### src/fhs_pkg.sv
// ----------------------------------------------------------------------------
// fhs_pkg: shared types and constants of the fire heat strip effect
// Holds the sequencer states, register indexes, arithmetic constants and the
// color ramp used to turn a scaled heat value into one RGB pixel.
// ----------------------------------------------------------------------------
package fhs_pkg;

  localparam int unsigned HEAT_W   = 8;
  localparam int unsigned LFSR_W   = 16;
  localparam int unsigned MUL_W    = 16;
  localparam int unsigned PROD_W   = 32;
  localparam int unsigned COOL_W   = 10;
  localparam int unsigned CHANCE_W = 9;
  localparam int unsigned CFG_IDX_W = 2;
  localparam int unsigned CFG_DATA_W = 10;
  localparam int unsigned PIX_IDX_W = 6;
  localparam int unsigned DIVD_W   = 14;
  localparam int unsigned MAXC_W   = 11;

  localparam logic [LFSR_W-1:0] LFSR_MASK  = 16'hB400;
  localparam logic [3:0]        COOL_SCALE = 4'd10;
  // (v * 683) >> 11 equals v / 3 for every v up to 765.
  localparam logic [MUL_W-1:0]  RECIP3     = 16'd683;
  // (x * 32897) >> 23 equals x / 255 for every 16-bit x.
  localparam logic [MUL_W-1:0]  RECIP255   = 16'd32897;
  localparam logic [MUL_W-1:0]  HEAT_GAIN  = 16'd191;
  localparam logic [MUL_W-1:0]  HEAT_ROUND = 16'd127;
  localparam logic [7:0]        T_HIGH     = 8'h80;
  localparam logic [7:0]        T_MID      = 8'h40;
  localparam logic [5:0]        RAMP_MASK  = 6'h3F;

  localparam logic [CFG_IDX_W-1:0] REG_COOLING_RATE = 2'd0;
  localparam logic [CFG_IDX_W-1:0] REG_SPARK_CHANCE = 2'd1;

  typedef enum logic [2:0] {
    ST_IDLE,
    ST_DIV,
    ST_COOL_MUL,
    ST_COOL_SUB,
    ST_COOL_WR,
    ST_OUT_MUL,
    ST_OUT_RCP,
    ST_OUT_EMIT
  } state_t;

  typedef struct packed {
    logic              shift;
    logic [HEAT_W-1:0] value;
  } row_ctl_t;

  typedef struct packed {
    logic [7:0] red;
    logic [7:0] green;
    logic [7:0] blue;
  } rgb_t;

  function automatic logic [LFSR_W-1:0] lfsr_step(input logic [LFSR_W-1:0] s);
    logic [LFSR_W-1:0] n;
    n = {1'b0, s[LFSR_W-1:1]};
    if (s[0]) begin
      n = n ^ LFSR_MASK;
    end
    return n;
  endfunction

  function automatic rgb_t heat_rgb(input logic [7:0] t);
    rgb_t       c;
    logic [7:0] ramp;
    ramp = {t[5:0] & RAMP_MASK, 2'b00};
    if (t > T_HIGH) begin
      c = '{red: 8'hFF, green: 8'hFF, blue: ramp};
    end else if (t > T_MID) begin
      c = '{red: 8'hFF, green: ramp, blue: 8'h00};
    end else begin
      c = '{red: ramp, green: 8'h00, blue: 8'h00};
    end
    return c;
  endfunction

endpackage

### src/fire_heat_strip_effect_core.sv
// ----------------------------------------------------------------------------
// fire_heat_strip_effect_core: fire effect over a row of heat cells
// Each start word runs one frame: random cooling with upward diffusion,
// an optional spark, then one RGB pixel word per cell.
//
//   channel  direction  handshake            payload
//   in_      input      start / busy         spark_roll, spark_cell,
//                                            spark_heat, cool_seed
//   out_     output     out_valid (strobe)   pixel_index, red, green, blue,
//                                            last_pixel
//   cfg_     input      cfg_valid/cfg_ready  cfg_index, cfg_data
//
// A frame holds busy through ST_DIV for the cooldown limit, then through the
// cooling steps ST_COOL_MUL, ST_COOL_SUB, ST_COOL_WR per cell and the output
// steps ST_OUT_MUL, ST_OUT_RCP, ST_OUT_EMIT per cell, each paced by the one
// shared multiplier. The last pixel word is shown in the cycle busy falls.
// Synchronous active-low reset clears the cells and restores the registers.
// The receiver cannot stall; each pixel word is shown for one cycle.
// ----------------------------------------------------------------------------
module fire_heat_strip_effect_core
  import fhs_pkg::*;
#(
  parameter int unsigned NUM_CELLS = 32
) (
  input  logic                  clk,
  input  logic                  rst_n,
  input  logic                  start,
  output logic                  busy,
  input  logic [7:0]            in_spark_roll,
  input  logic [2:0]            in_spark_cell,
  input  logic [7:0]            in_spark_heat,
  input  logic [15:0]           in_cool_seed,
  output logic                  out_valid,
  output logic [PIX_IDX_W-1:0]  out_pixel_index,
  output logic [7:0]            out_red,
  output logic [7:0]            out_green,
  output logic [7:0]            out_blue,
  output logic                  out_last_pixel,
  input  logic                  cfg_valid,
  output logic                  cfg_ready,
  input  logic [CFG_IDX_W-1:0]  cfg_index,
  input  logic [CFG_DATA_W-1:0] cfg_data
);

  localparam int unsigned IDX_W = $clog2(NUM_CELLS);

  state_t              state_r, state_nxt;
  logic [IDX_W-1:0]    cnt_r, cnt_nxt;
  logic [COOL_W-1:0]   cooling_rate_r, cooling_rate_nxt;
  logic [CHANCE_W-1:0] spark_chance_r, spark_chance_nxt;
  logic [LFSR_W-1:0]   lfsr_r, lfsr_nxt;
  logic [MAXC_W-1:0]   mc1_r, mc1_nxt;
  logic [HEAT_W-1:0]   cool_r, cool_nxt;
  logic [HEAT_W-1:0]   p1_r, p1_nxt;
  logic [HEAT_W-1:0]   p2_r, p2_nxt;
  logic                spark_en_r, spark_en_nxt;
  logic [2:0]          cell_r, cell_nxt;
  logic [7:0]          sheat_r, sheat_nxt;
  logic                out_valid_r, out_valid_nxt;
  logic [PIX_IDX_W-1:0] pix_r, pix_nxt;
  rgb_t                rgb_r, rgb_nxt;
  logic                last_r, last_nxt;

  logic                accept;
  logic                div_done;
  logic [DIVD_W-1:0]   div_quot;
  logic [DIVD_W-1:0]   div_dividend;
  logic [MUL_W-1:0]    mul_a, mul_b;
  logic [PROD_W-1:0]   mul_prod;
  row_ctl_t            row_ctl;
  logic [HEAT_W-1:0]   head;
  logic [MAXC_W-1:0]   draw;
  logic [HEAT_W:0]     spark_sum;
  logic [HEAT_W-1:0]   spark_val;
  logic                is_last;

  assign accept       = start && !busy;
  assign busy         = (state_r != ST_IDLE);
  assign cfg_ready    = !busy;
  assign div_dividend = DIVD_W'(cooling_rate_r) * DIVD_W'(COOL_SCALE);
  assign is_last      = (cnt_r == IDX_W'(NUM_CELLS - 1));

  fhs_div #(
    .DIVISOR (NUM_CELLS),
    .DW      (DIVD_W)
  ) u_div (
    .clk      (clk),
    .rst_n    (rst_n),
    .start    (accept),
    .dividend (div_dividend),
    .done     (div_done),
    .quotient (div_quot)
  );

  fhs_mul u_mul (
    .clk  (clk),
    .op_a (mul_a),
    .op_b (mul_b),
    .prod (mul_prod)
  );

  fhs_heat_row #(
    .NUM_CELLS (NUM_CELLS)
  ) u_row (
    .clk   (clk),
    .rst_n (rst_n),
    .ctl   (row_ctl),
    .head  (head)
  );

  always_comb begin
    state_nxt        = state_r;
    cnt_nxt          = cnt_r;
    cooling_rate_nxt = cooling_rate_r;
    spark_chance_nxt = spark_chance_r;
    lfsr_nxt         = lfsr_r;
    mc1_nxt          = mc1_r;
    cool_nxt         = cool_r;
    p1_nxt           = p1_r;
    p2_nxt           = p2_r;
    spark_en_nxt     = spark_en_r;
    cell_nxt         = cell_r;
    sheat_nxt        = sheat_r;
    out_valid_nxt    = 1'b0;
    pix_nxt          = pix_r;
    rgb_nxt          = rgb_r;
    last_nxt         = last_r;
    mul_a            = '0;
    mul_b            = '0;
    row_ctl          = '{shift: 1'b0, value: '0};
    draw             = mul_prod[26:16];
    spark_sum        = {1'b0, head} + {1'b0, sheat_r};
    spark_val        = head;
    if (spark_en_r && (cnt_r == IDX_W'(cell_r))) begin
      spark_val = spark_sum[HEAT_W] ? 8'hFF : spark_sum[HEAT_W-1:0];
    end

    if (cfg_valid && cfg_ready) begin
      case (cfg_index)
        REG_COOLING_RATE: cooling_rate_nxt = cfg_data[COOL_W-1:0];
        REG_SPARK_CHANCE: spark_chance_nxt = cfg_data[CHANCE_W-1:0];
        default: ;
      endcase
    end

    case (state_r)
      ST_IDLE: begin
        if (start) begin
          lfsr_nxt     = in_cool_seed;
          spark_en_nxt = ({1'b0, in_spark_roll} < spark_chance_r);
          cell_nxt     = in_spark_cell;
          sheat_nxt    = in_spark_heat;
          cnt_nxt      = '0;
          state_nxt    = ST_DIV;
        end
      end
      ST_DIV: begin
        if (div_done) begin
          // The limit plus one: quotient + 2 + 1.
          mc1_nxt   = div_quot[MAXC_W-1:0] + MAXC_W'(3);
          state_nxt = ST_COOL_MUL;
        end
      end
      ST_COOL_MUL: begin
        lfsr_nxt  = lfsr_step(lfsr_r);
        mul_a     = lfsr_nxt;
        mul_b     = MUL_W'(mc1_r);
        state_nxt = ST_COOL_SUB;
      end
      ST_COOL_SUB: begin
        cool_nxt  = (draw > MAXC_W'(head)) ? '0 : (head - draw[HEAT_W-1:0]);
        // Diffusion uses the cooled values of the two cells below.
        mul_a     = MUL_W'(p1_r) + (MUL_W'(p2_r) << 1);
        mul_b     = RECIP3;
        state_nxt = ST_COOL_WR;
      end
      ST_COOL_WR: begin
        row_ctl.shift = 1'b1;
        row_ctl.value = (cnt_r < IDX_W'(2)) ? cool_r : mul_prod[18:11];
        p2_nxt        = p1_r;
        p1_nxt        = cool_r;
        if (is_last) begin
          cnt_nxt   = '0;
          state_nxt = ST_OUT_MUL;
        end else begin
          cnt_nxt   = cnt_r + 1'b1;
          state_nxt = ST_COOL_MUL;
        end
      end
      ST_OUT_MUL: begin
        row_ctl.shift = 1'b1;
        row_ctl.value = spark_val;
        mul_a         = MUL_W'(spark_val);
        mul_b         = HEAT_GAIN;
        state_nxt     = ST_OUT_RCP;
      end
      ST_OUT_RCP: begin
        mul_a     = mul_prod[MUL_W-1:0] + HEAT_ROUND;
        mul_b     = RECIP255;
        state_nxt = ST_OUT_EMIT;
      end
      ST_OUT_EMIT: begin
        out_valid_nxt = 1'b1;
        pix_nxt       = PIX_IDX_W'(cnt_r);
        rgb_nxt       = heat_rgb(mul_prod[30:23]);
        last_nxt      = is_last;
        if (is_last) begin
          cnt_nxt   = '0;
          state_nxt = ST_IDLE;
        end else begin
          cnt_nxt   = cnt_r + 1'b1;
          state_nxt = ST_OUT_MUL;
        end
      end
      default: begin
        state_nxt = ST_IDLE;
      end
    endcase
  end

  always_ff @(posedge clk) begin
    if (!rst_n) begin
      state_r        <= ST_IDLE;
      cnt_r          <= '0;
      cooling_rate_r <= COOL_W'(55);
      spark_chance_r <= CHANCE_W'(120);
      out_valid_r    <= 1'b0;
    end else begin
      state_r        <= state_nxt;
      cnt_r          <= cnt_nxt;
      cooling_rate_r <= cooling_rate_nxt;
      spark_chance_r <= spark_chance_nxt;
      out_valid_r    <= out_valid_nxt;
    end
    lfsr_r     <= lfsr_nxt;
    mc1_r      <= mc1_nxt;
    cool_r     <= cool_nxt;
    p1_r       <= p1_nxt;
    p2_r       <= p2_nxt;
    spark_en_r <= spark_en_nxt;
    cell_r     <= cell_nxt;
    sheat_r    <= sheat_nxt;
    pix_r      <= pix_nxt;
    rgb_r      <= rgb_nxt;
    last_r     <= last_nxt;
  end

  assign out_valid       = out_valid_r;
  assign out_pixel_index = pix_r;
  assign out_red         = rgb_r.red;
  assign out_green       = rgb_r.green;
  assign out_blue        = rgb_r.blue;
  assign out_last_pixel  = last_r;

`ifndef SYNTHESIS
  a_strobe_from_emit: assert property (@(posedge clk) disable iff (!rst_n)
    out_valid |-> $past(state_r == ST_OUT_EMIT))
    else $error("pixel word without an emit step");

  a_accept_goes_busy: assert property (@(posedge clk) disable iff (!rst_n)
    accept |=> busy)
    else $error("accepted word did not start a frame");

  a_last_matches_index: assert property (@(posedge clk) disable iff (!rst_n)
    out_valid |-> (out_last_pixel == (out_pixel_index == PIX_IDX_W'(NUM_CELLS - 1))))
    else $error("last flag does not match pixel index");

  a_no_cfg_while_busy: assert property (@(posedge clk) disable iff (!rst_n)
    busy |-> !cfg_ready)
    else $error("configuration port open during a frame");
`endif

endmodule

### src/fhs_mul.sv
// ----------------------------------------------------------------------------
// fhs_mul: shared unsigned multiplier
// One 16 x 16 multiplier with a registered 32-bit product, time-shared by
// the sequencer for cooldown draws, division by three and color scaling.
// ----------------------------------------------------------------------------
module fhs_mul
  import fhs_pkg::*;
(
  input  logic              clk,
  input  logic [MUL_W-1:0]  op_a,
  input  logic [MUL_W-1:0]  op_b,
  output logic [PROD_W-1:0] prod
);

  logic [PROD_W-1:0] prod_r;

  always_ff @(posedge clk) begin
    prod_r <= PROD_W'(op_a) * PROD_W'(op_b);
  end

  assign prod = prod_r;

endmodule

### src/fhs_div.sv
// ----------------------------------------------------------------------------
// fhs_div: division by a constant through a scaled reciprocal
// Loads the product of the dividend and a fixed reciprocal on start and flags
// the quotient in the cycle after start; used once per frame to derive the
// largest cooldown from the cooling rate.
// ----------------------------------------------------------------------------
module fhs_div #(
  parameter int unsigned DIVISOR = 32,
  parameter int unsigned DW      = 14
) (
  input  logic          clk,
  input  logic          rst_n,
  input  logic          start,
  input  logic [DW-1:0] dividend,
  output logic          done,
  output logic [DW-1:0] quotient
);

  // With SHIFT = DW + clog2(DIVISOR) and RECIP = ceil(2^SHIFT / DIVISOR), the
  // rounding error times any DW-bit dividend stays below 2^SHIFT, so
  // (x * RECIP) >> SHIFT equals x / DIVISOR exactly.
  localparam int unsigned SHIFT   = DW + $clog2(DIVISOR);
  localparam int unsigned RECIP_W = DW + 2;
  localparam int unsigned FULL_W  = SHIFT + DW;
  localparam logic [RECIP_W-1:0] RECIP = RECIP_W'((2**SHIFT + DIVISOR - 1) / DIVISOR);

  logic              done_r, done_nxt;
  logic [FULL_W-1:0] prod_r, prod_nxt;

  always_comb begin
    done_nxt = start;
    prod_nxt = prod_r;
    if (start) begin
      prod_nxt = FULL_W'(dividend) * FULL_W'(RECIP);
    end
  end

  always_ff @(posedge clk) begin
    if (!rst_n) begin
      done_r <= 1'b0;
    end else begin
      done_r <= done_nxt;
    end
    prod_r <= prod_nxt;
  end

  assign done     = done_r;
  assign quotient = prod_r[SHIFT +: DW];

endmodule

### src/fhs_heat_row.sv
// ----------------------------------------------------------------------------
// fhs_heat_row: rotating row of heat cells
// The cell under work is always at the head; each shift moves the next cell
// to the head and puts the updated value in at the tail.
// ----------------------------------------------------------------------------
module fhs_heat_row
  import fhs_pkg::*;
#(
  parameter int unsigned NUM_CELLS = 32
) (
  input  logic              clk,
  input  logic              rst_n,
  input  row_ctl_t          ctl,
  output logic [HEAT_W-1:0] head
);

  logic [HEAT_W-1:0] cells_r [NUM_CELLS];

  always_ff @(posedge clk) begin
    if (!rst_n) begin
      for (int k = 0; k < NUM_CELLS; k++) begin
        cells_r[k] <= '0;
      end
    end else if (ctl.shift) begin
      for (int k = 0; k < NUM_CELLS - 1; k++) begin
        cells_r[k] <= cells_r[k+1];
      end
      cells_r[NUM_CELLS-1] <= ctl.value;
    end
  end

  assign head = cells_r[0];

endmodule

### config.mk
export PLATFORM = sky130hd
export DESIGN_NAME = fire_heat_strip_effect_core
export DESIGN_NICKNAME = d
export VERILOG_FILES = /design/src/fhs_pkg.sv /design/src/fire_heat_strip_effect_core.sv /design/src/fhs_mul.sv /design/src/fhs_div.sv /design/src/fhs_heat_row.sv
export SDC_FILE = /design/constraint.sdc
export NUM_CORES = 1
export LEC_CHECK = 0
export BUFFER_PORTS_ARGS = -buffer_cell sky130_fd_sc_hd__buf_4
export CAP_MARGIN = 10
export CORE_ASPECT_RATIO = 0.7
export CORE_MARGIN = 2
export CORE_UTILIZATION = 45
export CTS_CLUSTER_DIAMETER = 200
export DETAILED_ROUTE_END_ITERATION = 6
export PLACE_DENSITY = 0.66
export SLEW_MARGIN = 20
export SYNTH_ARGS = -nofsm -noshare
export SYNTH_HDL_FRONTEND = slang
export SYNTH_SLANG_ARGS = --single-unit
export TNS_END_PERCENT = 10
### constraint.sdc
create_clock -name clk -period 11.7 [get_ports clk]
set_input_delay 0.585 -clock clk [delete_from_list [all_inputs] [get_ports clk]]
set_output_delay 0.585 -clock clk [all_outputs]
set_load 0.03 [all_outputs]
==> results.md <==
- Leakage Power: 11.5 nW
- Vias in the first global route: 14731
- Cell area after layout: 26400 um2
- Synth unique cells: 75
- PwrDens: 122 nW/um2
- Clock tree buffer depth: 3
- Setup Buffers After CTS: 0
- Initial Util: 45.4%
- WL/cell: 19.2 um
- Die X-Extent: 278 um
- Storage cell area: 11800 um2
- Max_slew headroom: 18.6%
- Syn-to-layout area delta: 11.8%
- RD Place Congestion: 0.968
- Kind of start point of the critical path: flip-flop
- # IOs: 85
- Slew @ Worst Pin: 1.21 ns
- Hold WS: 0.195 ns
- Number of vias per cell: 5.18
- Final setup TNS: 0 ns
- Fmax: 0.117 GHz
- Synth Warn #: 0
- Mean Syn Cell Area: 11.5 um2
- Crit-path max FO: 29
- Sequential share of the synthesized area: 49.9%
- Worst min path class: input port to flip-flop
- Layout cell share with drive strength beyond 1: 9.28%
- Multi-input gate area: 10700 um2
- Fin crit period: 8.56 ns
- VDD IR max: 0.0817 mV
- GRT Residual Overflow: 0
- Post-synthesis register bit count: 413
- Final setup viols: 0
- Hold Vio Cnt, Final: 0
- Most frequent cells in the layout: 353 x edfxtp_1, 267 x and2_1, 238 x inv_1
- Placement Cell Area: 25000 um2
- Top cell by count, worst path: fa_1
- Largest net degree at the start of global routing: 202
- # resized after CTS: 0
- Delay-heaviest family, CP: adder cells
- # hold bufs at CTS: 0
- Total Wirelength: 54600 um
- 1st-iter DRT viols: 1062
- Antenna Violating Nets Remaining: 0
- Clock latency on the worst-skew pair: 0.58 ns
- First-pass GRT wire length: 84500 um
- Cell Rows: 70
- Drt first pass iters: 5
- Number of port buffers: 81
- Predominant post-synthesis flop cell: edfxtp_1
- Fill count: 4655
- Fin crit share: 73.2%
- DR vias: 14769
- CTS Sinks: 413
- Setup slack after layout: 3.14 ns
- Number of synthesized flops with an enable pin: 353
- Overall Global Routing Usage: 20.4%
- Final #Nets: 2467
- # diodes: 0
- Final max-slew violation count: 0
- Slowest-stage cell, CP: dfxtp_1
- Die Ht: 196 um
- Placeable Area: 52000 um2
- Setup CP Type: flip-flop to flip-flop
- Commonest non-fill, non-tap cell in the layout: edfxtp_1
- Place WS: 3.28 ns
- Unrepaired setup endpoints after global routing: no
- Buffers & Inverters on Critical Path: 4
- Setup Skew: 0.0377 ns
- Crit end category: flip-flop
- Hpwl dp: 40200 um
- Clk root buf: clkbuf_16
- Total die area: 54400 um2
- Clk slew on worst S/H paths: 0.06 ns
- Antenna violations before repair: 2
- H-tree depth: 2
- Async set-reset flop share out of synthesis: 0%
- Required @ worst endpoint: 12.15 ns
- Mapped Cells: 2054
- Arrival time at the worst endpoint: 9.01 ns
- Run status: finished, final reports clean
- Max cap viols: 0
- Remaining DRCs: 0
- Mapped cell area: 23600 um2
- Worst path max stage delay: 0.82 ns
- CTS buffer count: 41
- CTS tree: yes
==> report_power, final <==
| part | internal [mW] | switching [mW] |
|---|---|---|
| combinational | 0.0655 | 0.110 |
| clock | 0.786 | 0.568 |
| sequential | 1.66 | 0.0250 |
| total | 2.51 | 0.703 |
==> cell usage after synthesis, types with 3 or more instances <==
cell	n	area, um2
clkbuf_1	54	203
and3_1	10	62.6
fa_1	124	2480
a311oi_1	3	26.3
nor2b_1	20	125
buf_4	5	37.5
o21ai_0	51	255
nand2_1	176	661
ha_1	159	1990
inv_1	238	893
mux2i_1	26	260
o22ai_1	4	25.0
nand3_1	14	70.1
nand4_1	9	56.3
or2_2	8	50.1
dfxtp_1	60	1200
nor3b_1	7	52.6
a31oi_1	6	37.5
xnor2_1	35	307
o221ai_1	5	43.8
nor3_1	10	50.1
mux2_2	6	67.6
and2_1	267	1670
edfxtp_1	353	10600
buf_1	5	18.8
o211ai_1	5	37.5
o21bai_1	6	45.0
a211oi_1	4	30.0
o21a_1	10	75.1
or3_1	6	37.5
nor2_1	148	556
xor2_1	34	298
nand2b_1	26	163
a21boi_0	3	22.5
nand3b_1	5	37.5
a21oi_1	65	325
a2111oi_0	3	26.3
o21ai_1	7	35.0
a21o_1	28	210
==> flip-flops by register name, indices dropped and copies added (netlist names), 9 cells and up <==
| name | flops |
|---|---|
| mc1_r | 10 |
| u_mul.prod | 31 |
| u_div.prod_r | 9 |
| cooling_rate_r | 10 |
| lfsr_r | 16 |
| spark_chance_r | 9 |
| u_row.cells_r | 256 |
==> final timing paths <==
| path | startpoint | to | slack [ns] | cells after the start |
|---|---|---|---|---|
| worst max register to register | state_r[1] | u_mul.prod[29] | 3.14 | 25 |
| worst min-delay path | in_spark_cell[2] | cell_r[2] | 0.20 | 1 |
| worst max-delay path | state_r[1] | u_mul.prod[29] | 3.14 | 25 |
| worst min register to register | p1_r[1] | p2_r[1] | 0.47 | 0 |
==> stage by stage <==
stage / std cells / power, mW / util (%)
2_1_floorplan: 2056 / 1.83 / -
3_5_place_dp: 2774 / 1.89 / 48.1
6_report: 2849 / 3.21 / 50.8
3_3_place_gp: 2774 / 1.89 / 48.1
4_1_cts: 2849 / 3.25 / 50.7
5_1_grt: 2849 / 3.33 / 50.8
==> metal layers <==
layer / GRT usage, % / up-vias / share of wire (%)
met5: 0 / - / 0.024
met4: 5.71 / 2 / 2.4
met3: 5.82 / 86 / 8.5
met2: 29.1 / 431 / 41
met1: 30.3 / 7219 / 48
li1: - / 7031 / -
==> logic make-up (layout without fill, tap and decap cells) <==
kind of cell | count (synthesis) | in the layout | synth area share, %
simple gates | 725 | 725 | 16.0
flops | 413 | 413 | 49.9
buf+inv | 305 | 414 | 4.94
fa+ha+maj | 283 | 283 | 18.9
compound gates | 226 | 226 | 6.23
xor+xnor | 69 | 69 | 2.56
mux | 32 | 32 | 1.39
other cells | 1 | 3 | 0.0159
==> worst reg2reg max path, stage by stage (launching register included) <==
cell	delay, ns
dfxtp_1	0.82
nand2b_1	0.53
nor2_2	0.19
buf_4	0.40
nand2_1	0.21
o21ai_0	0.13
nor3_2	0.11
o21a_1	0.26
or2_2	0.34
fa_1	0.57
fa_1	0.44
fa_1	0.51
inv_1	0.04
ha_1	0.30
fa_1	0.54
inv_1	0.06
fa_1	0.53
inv_1	0.04
ha_1	0.36
a2111oi_0	0.43
o21ai_0	0.25
a41oi_2	0.46
a2bb2oi_1	0.24
a221oi_2	0.40
o21ai_1	0.13
xor2_1	0.16
==> cell type report <==
type / instances / area share (%)
clock buffers: 50 / 4.17
repair buffers: 100 / 2.90
inverters: 239 / 3.40
well taps: 684 / 3.24
multi-input cells: 1338 / 40.5
flip-flops and latches: 413 / 44.7
clock inverters: 25 / 1.09
(Power assumes the default switching activity.)
